==> config.mk <==
export PLATFORM = sky130hd
export DESIGN_NAME = retransmit_command_queue
export DESIGN_NICKNAME = d
export VERILOG_FILES = /design/src/hdl/rcq_pkg.sv /design/src/hdl/rcq_cell.sv /design/src/hdl/retransmit_command_queue.sv
export SDC_FILE = /design/constraint.sdc
export NUM_CORES = 1
export LEC_CHECK = 0
export BUFFER_PORTS_ARGS = -buffer_cell sky130_fd_sc_hd__buf_4
export CAP_MARGIN = 15
export CORE_ASPECT_RATIO = 2
export CORE_MARGIN = 4
export CORE_UTILIZATION = 54
export CTS_CLUSTER_DIAMETER = 30
export DETAILED_ROUTE_END_ITERATION = 10
export PLACE_DENSITY = 0.74
export SLEW_MARGIN = 20
export SYNTH_ARGS = -nofsm -noshare
export SYNTH_HDL_FRONTEND = slang
export SYNTH_HIERARCHICAL = 1
export SYNTH_SLANG_ARGS = --single-unit
==> constraint.sdc <==
create_clock -name clk -period 4.2 [get_ports clk]
set_clock_uncertainty 0.1 [all_clocks]
set_input_delay 0.84 -clock clk [delete_from_list [all_inputs] [get_ports clk]]
set_output_delay 0.84 -clock clk [all_outputs]
set_load 0.05 [all_outputs]
==> src/hdl/rcq_pkg.sv <==
// Shared types and constants of the retransmit command queue.
// No dependencies; every other file of the block imports it.
package rcq_pkg;

    localparam int DEPTH = 16;
    localparam int IDX_W = $clog2(DEPTH);
    localparam int CNT_W = $clog2(DEPTH + 1);

    localparam int CFG_INDEX_W = 4;
    localparam int CFG_DATA_W  = 8;

    // register indexes
    localparam logic [CFG_INDEX_W-1:0] REG_TICK_LIMIT  = 4'd0;
    localparam logic [CFG_INDEX_W-1:0] REG_ERROR_LIMIT = 4'd1;

    localparam logic [3:0] TICK_LIMIT_RESET  = 4'd3;
    localparam logic [4:0] ERROR_LIMIT_RESET = 5'd5;

    // command codes
    localparam logic [1:0] CMD_SEND = 2'd0;
    localparam logic [1:0] CMD_ACK  = 2'd1;
    localparam logic [1:0] CMD_TICK = 2'd2;

    // error event codes
    localparam logic [1:0] EVT_NONE    = 2'd0;
    localparam logic [1:0] EVT_RAISED  = 2'd1;
    localparam logic [1:0] EVT_CLEARED = 2'd2;

    localparam logic [7:0] NOQUEUE_CODE = 8'h0a;
    localparam logic [7:0] ACK_MASK     = 8'h0f;
    localparam logic [4:0] RESEND_MAX   = 5'd31;

    typedef struct packed {
        logic [7:0]  ftype;
        logic [7:0]  fcode;
        logic [31:0] farg;
    } frame_t;

    typedef struct packed {
        logic shift;   // take the neighbour's entry (head removed)
        logic load;    // take the incoming request
    } cell_ctl_t;

endpackage

==> src/hdl/rcq_cell.sv <==
// One entry of the shifting frame queue.
// Depends on rcq_pkg for frame_t and cell_ctl_t.
module rcq_cell (
    input  logic               clk,
    input  rcq_pkg::cell_ctl_t ctl,
    input  rcq_pkg::frame_t    load_frame,
    input  rcq_pkg::frame_t    shift_frame,
    output rcq_pkg::frame_t    frame
);
    import rcq_pkg::*;

    frame_t frame_reg;

    always_ff @(posedge clk)
    begin
        if (ctl.load)
        begin
            frame_reg <= load_frame;
        end
        else if (ctl.shift)
        begin
            frame_reg <= shift_frame;
        end
    end

    assign frame = frame_reg;

endmodule

==> src/hdl/retransmit_command_queue.sv <==
// Retransmit command queue: top level, control counters and the cell row.
// Depends on rcq_pkg and rcq_cell.
//
// Stop-and-wait retransmit queue for commands to a microcontroller. Each input
// transaction (send request, acknowledgement or timer tick) yields exactly one
// output transaction, registered, in the cycle after acceptance. A new input
// transaction is taken every cycle unless the output register holds a result
// that is stalled, so the block sustains one transaction per cycle; the figure
// is set by the single output register. Pending frames sit in a row of DEPTH
// cells with the head always in cell 0: an acknowledgement that matches the
// head shifts every cell one place towards the head, a queued request loads
// the cell just past the last filled one. Only filled cells are ever read, so
// the row needs no reset. The configuration port is always ready; write the
// limits only while no transaction is in flight.
module retransmit_command_queue (
    input  logic                            clk,
    input  logic                            rst_n,
    // configuration write channel
    input  logic                            cfg_valid,
    output logic                            cfg_ready,
    input  logic [rcq_pkg::CFG_INDEX_W-1:0] cfg_index,
    input  logic [rcq_pkg::CFG_DATA_W-1:0]  cfg_data,
    // input channel
    input  logic                            in_valid,
    output logic                            in_stall,
    input  logic [1:0]                      cmd,
    input  logic [7:0]                      frame_type,
    input  logic [7:0]                      frame_code,
    input  logic [31:0]                     frame_arg,
    // output channel
    output logic                            out_valid,
    input  logic                            out_stall,
    output logic                            send_valid,
    output logic [7:0]                      send_type,
    output logic [7:0]                      send_code,
    output logic [31:0]                     send_arg,
    output logic [1:0]                      error_event,
    output logic                            overflow,
    output logic [4:0]                      pending_count
);
    import rcq_pkg::*;

    // configuration
    logic [3:0] tick_limit_reg;
    logic [4:0] error_limit_reg;

    // control state
    logic [CNT_W-1:0] count_reg, count_next;
    logic [3:0]       wait_reg, wait_next;
    logic [4:0]       resend_reg, resend_next;
    logic             err_reg, err_next;

    // output register
    logic        out_valid_reg;
    logic        send_valid_reg, send_valid_next;
    frame_t      send_frame_reg, send_frame_next;
    logic [1:0]  event_reg, event_next;
    logic        overflow_reg, overflow_next;
    logic [4:0]  pending_reg;

    logic        accept;
    frame_t      req;
    frame_t      cells [DEPTH];
    cell_ctl_t   ctl   [DEPTH];
    logic        do_shift;
    logic        do_load;
    logic [4:0]  wait_inc;
    logic [4:0]  resend_inc;

    assign cfg_ready = 1'b1;
    // a new transaction may enter when the output register is free or draining
    assign in_stall  = out_valid_reg & out_stall;
    assign accept    = in_valid & ~in_stall;

    assign req.ftype = frame_type;
    assign req.fcode = frame_code;
    assign req.farg  = frame_arg;

    assign wait_inc = {1'b0, wait_reg} + 5'd1;

    always_comb
    begin
        count_next      = count_reg;
        wait_next       = wait_reg;
        resend_next     = resend_reg;
        err_next        = err_reg;
        send_valid_next = 1'b0;
        send_frame_next = '0;
        event_next      = EVT_NONE;
        overflow_next   = 1'b0;
        do_shift        = 1'b0;
        do_load         = 1'b0;
        resend_inc      = resend_reg;

        case (cmd)
            CMD_SEND:
            begin
                if (count_reg == '0)
                begin
                    send_valid_next = 1'b1;
                    send_frame_next = req;
                end
                if (frame_code != NOQUEUE_CODE)
                begin
                    if (count_reg >= CNT_W'(DEPTH))
                    begin
                        overflow_next = 1'b1;
                    end
                    else
                    begin
                        do_load    = 1'b1;
                        count_next = count_reg + CNT_W'(1);
                    end
                end
            end
            CMD_ACK:
            begin
                // head code is compared in full against the masked ack code
                if (count_reg != '0 && (frame_code & ACK_MASK) == cells[0].fcode)
                begin
                    do_shift    = 1'b1;
                    count_next  = count_reg - CNT_W'(1);
                    wait_next   = '0;
                    resend_next = '0;
                    if (count_reg > CNT_W'(1))
                    begin
                        send_valid_next = 1'b1;
                        send_frame_next = cells[1];
                    end
                end
            end
            CMD_TICK:
            begin
                if (count_reg != '0)
                begin
                    if (wait_inc > {1'b0, tick_limit_reg})
                    begin
                        wait_next       = '0;
                        send_valid_next = 1'b1;
                        send_frame_next = cells[0];
                        if (resend_reg < RESEND_MAX)
                        begin
                            resend_inc = resend_reg + 5'd1;
                        end
                        resend_next = resend_inc;
                        if (resend_inc > error_limit_reg)
                        begin
                            err_next   = 1'b1;
                            event_next = EVT_RAISED;
                        end
                    end
                    else
                    begin
                        wait_next = wait_inc[3:0];
                    end
                end
                else
                begin
                    wait_next   = '0;
                    resend_next = '0;
                    if (err_reg)
                    begin
                        err_next   = 1'b0;
                        event_next = EVT_CLEARED;
                    end
                end
            end
            default:
            begin
                // unused command: only the count is reported
            end
        endcase
    end

    // cell row: cell 0 is the head, cell i shifts in from cell i+1
    for (genvar i = 0; i < DEPTH; i++)
    begin : g_cell
        frame_t shift_in;

        if (i == DEPTH - 1)
        begin : g_last
            assign shift_in = '0;
        end
        else
        begin : g_mid
            assign shift_in = cells[i+1];
        end

        assign ctl[i].shift = accept & do_shift;
        assign ctl[i].load  = accept & do_load & (count_reg[IDX_W-1:0] == IDX_W'(i));

        rcq_cell u_cell (
            .clk         (clk),
            .ctl         (ctl[i]),
            .load_frame  (req),
            .shift_frame (shift_in),
            .frame       (cells[i])
        );
    end

    always_ff @(posedge clk or negedge rst_n)
    begin
        if (!rst_n)
        begin
            tick_limit_reg  <= TICK_LIMIT_RESET;
            error_limit_reg <= ERROR_LIMIT_RESET;
            count_reg       <= '0;
            wait_reg        <= '0;
            resend_reg      <= '0;
            err_reg         <= 1'b0;
            out_valid_reg   <= 1'b0;
        end
        else
        begin
            if (cfg_valid && cfg_ready)
            begin
                unique case (cfg_index)
                    REG_TICK_LIMIT:  tick_limit_reg  <= cfg_data[3:0];
                    REG_ERROR_LIMIT: error_limit_reg <= cfg_data[4:0];
                    default:         ;
                endcase
            end
            if (accept)
            begin
                count_reg     <= count_next;
                wait_reg      <= wait_next;
                resend_reg    <= resend_next;
                err_reg       <= err_next;
                out_valid_reg <= 1'b1;
            end
            else if (!out_stall)
            begin
                out_valid_reg <= 1'b0;
            end
        end
    end

    // result payload, held while stalled
    always_ff @(posedge clk)
    begin
        if (accept)
        begin
            send_valid_reg <= send_valid_next;
            send_frame_reg <= send_frame_next;
            event_reg      <= event_next;
            overflow_reg   <= overflow_next;
            pending_reg    <= 5'(count_next);
        end
    end

    assign out_valid     = out_valid_reg;
    assign send_valid    = send_valid_reg;
    assign send_type     = send_frame_reg.ftype;
    assign send_code     = send_frame_reg.fcode;
    assign send_arg      = send_frame_reg.farg;
    assign error_event   = event_reg;
    assign overflow      = overflow_reg;
    assign pending_count = pending_reg;

endmodule

==> impl_results.md <==
* CP Class: flop to flop
* Via Count at 18000
* Share of cells above drive strength 1 at about half
* P_leak at 15.1 nW
* Synth top area share at between 60% and 70%
* Worst-margin pin slew at around 1000 ps
* Setup TNS Final at 0 ps
* Crit end category: flop
* H-tree Lvls at 3
* Type of the worst min-delay path: input port to flop
* Port bufs at approximately 120
* Most common cell in the netlist: edfxtp_1
* Period utilization at between 70% and 80%
* Postcts setup bufs at 0
* Pint at between 15 and 20 mW
* P per Cell Area at 463 nW/um^2
* GPL Wtd Cong at 0.886
* Total Power at ~20 mW
* Cells after synthesis at 2029
* Die X at slightly below 200 um
* Vias in the first global route at 19800
* Register area at between 20000 and 30000 um^2
* Number of flops mapped to enable cells by yosys at approximately 830
* Net Sw Frac at about a quarter
* Yosys top cell by area: edfxtp_1
* Layout Area Growth over Synthesis at 15.0%
* Gr ovfl total at 0
* Max Cap Viol at 0
* Skew-Pair Late Insertion Delay at roughly 650 ps
* Worst-path clk slew at 60 ps
* YS warnings at 6
* Fill count at 4735
* DRC at 0
* IO Count at roughly 130
* Routed Antenna Nets at 0
* Top_reg_cell synth: edfxtp_1
* Critical path peak fanout at 25
* Largest net degree at the start of global routing at 63
* CTS Root Cell: clkbuf_16
* Avg Inst Size Synth at 18.5 um^2
* Netlist Area Pre-Place at 37600 um^2
* Initial DRC count at between 900 and 1000
* Status: complete, no violations
* Final hold vios at 0
* Core area at 68900 um^2
* Critical path required time at between 4000 and 5000 ps
* # setup viols final at 0
* Hpwl dp at about 43 mm
* Max frequency at 302 MHz
* First-pass GRT wire length at approximately 100 mm
* Sink Count at between 800 and 900
* DIE HEIGHT at around 380 um
* Rel. slew slack at between 30% and 40%
* Die area at 74200 um^2
* Detail-routed via count per cell at ~5.5
* Placed cells at between 3000 and 4000
* Synth Register Bits at 850
* RSZ-0062 raised after global routing: false
* Drt wl/cell at about 19 um
* Global Route Usage Sum at around 17%
* Fin crit period at 3310 ps
* Max reg flops at between 700 and 800
* Footprint of the multi-input gates at approximately 12000 um^2
* Row count at between 100 and 150
* Sequential share of the synthesized area at roughly two thirds
* Arr. time, crit path at between 3000 and 4000 ps
* Final nets at between 2000 and 2500
* Clk buf depth at 3
* Post-Route WL at ~62 mm
* Comb pwr share at 8.1%
* CTS tree: yes
* TritonRoute pass-1 iters at 7
* Netlist cell types at 56
* Cell Count, Final, Fillers Out at between 3000 and 4000
* Initial antenna violation count at 0
* Clock share of power at between 40% and 50%
* Crit path launch type: flop
* NetSw at approximately 4.8 mW
* Maximum vdd drop at 398 uV
* Final Util at 62.8%
* Initial Util at 54.6%
* Antenna cells at 0
* Top cells by area, synth: edfxtp_1 66%, mux2_2 19%, mux2_4 5.7%
* Seq pwr share at just under 50%
* Ys async rst share at 2.94%
* Hold WS at approximately 300 ps
* Post-synth top cells: 825 x edfxtp_1, 634 x mux2_2, 144 x mux2_4, 50 x a21o_1, 50 x a22o_1
* Num CTS Buffers at slightly below 100
* Slew Limit Fails at 0
-- power groups by stage --
stage               logic [mW]  registers [mW]  clock network, mW
floorplan                0.898            10.0                  0
global placement          1.57            9.83                  0
detailed placement        1.63            9.84                  0
CTS                       1.64            9.66               8.97
global route              1.77            9.68               9.35
finish                    1.63            9.66               8.75
-- logic make-up (layout without fill, tap and decap cells) --
kind of cell	count (synthesis)	in the layout	share of synthesized area, %
AOI/OAI and AO/OA	135	135	2.79
xor gates and xnor gates	13	13	0.303
adders and majority gates	16	16	0.532
buffers and inverters	115	387	2.33
DFF	850	850	67.5
muxes	781	781	24.8
other	2	49	0.0200
and+or+nand+nor	117	117	1.68
-- final timing paths --
kind,start,endpoint,slack [ps],cells after the start
worst max-delay path,count_reg[4],g_cell[1].u_cell/frame[26],890,6
worst min-delay path,in_valid,out_valid,300,2
worst max register to register,count_reg[4],g_cell[1].u_cell/frame[26],890,6
worst min register to register,error_limit_reg[1],error_limit_reg[1],410,1
max in group asynchronous,rst_n,tick_limit_reg[1],3130,2
min in group asynchronous,rst_n,count_reg[4],550,2
-- layout make-up --
cell class	instances	area share [%]
clock inverter	80	2.17
timing repair buffer	191	3.67
inverter	13	0.121
sequential	850	58.7
clock buffer	103	5.81
multi-input combinational	1111	26.9
tap	897	2.59
-- worst max-delay path, stage by stage (launching register included) --
cell,delay (ps)
dfrtp_1,490
or3_1,440
a211oi_1,490
nand2_1,420
nor2_4,320
buf_4,370
mux2_2,380
-- placed cells by master, fill, tap and decap left out, types with 8 or more instances in the layout --
cell type / count
mux2_4: 144
inv_8: 12
clkinvlp_4: 8
xnor2_1: 12
nor3_1: 8
or2_2: 19
a22o_1: 50
mux2_2: 634
nor2_4: 16
a21o_1: 50
inv_6: 17
dfrtp_1: 21
buf_12: 12
nand2_1: 17
inv_1: 12
buf_4: 178
conb_1: 49
bufinv_16: 9
nor2_1: 14
edfxtp_1: 825
clkinv_4: 15
ha_1: 16
clkbuf_16: 100
-- routing by layer --
| metal | GRT usage [%] | routed length [um] | vias to the layer above |
|---|---|---|---|
| met4 | 5.49 | 1340 | 0 |
| li1 | - | - | 8425 |
| met5 | 0 | 0 | - |
| met1 | 18.5 | 23300 | 9130 |
| met2 | 32.3 | 35200 | 310 |
| met3 | 3.01 | 2220 | 99 |
-- through the flow --
step	instance area, um^2	worst slack, ps
2_1_floorplan	37800	-36.6
3_3_place_gp	39800	355
5_1_grt	43300	740
3_5_place_dp	39800	294
6_report	43300	894
4_1_cts	43300	950
-- what timing repair did --
item,in CTS,in global routing
hold endpoints to repair,21,0
resized for setup,0,0
hold buffers,1,0
Power figures use the tool's default switching activity.
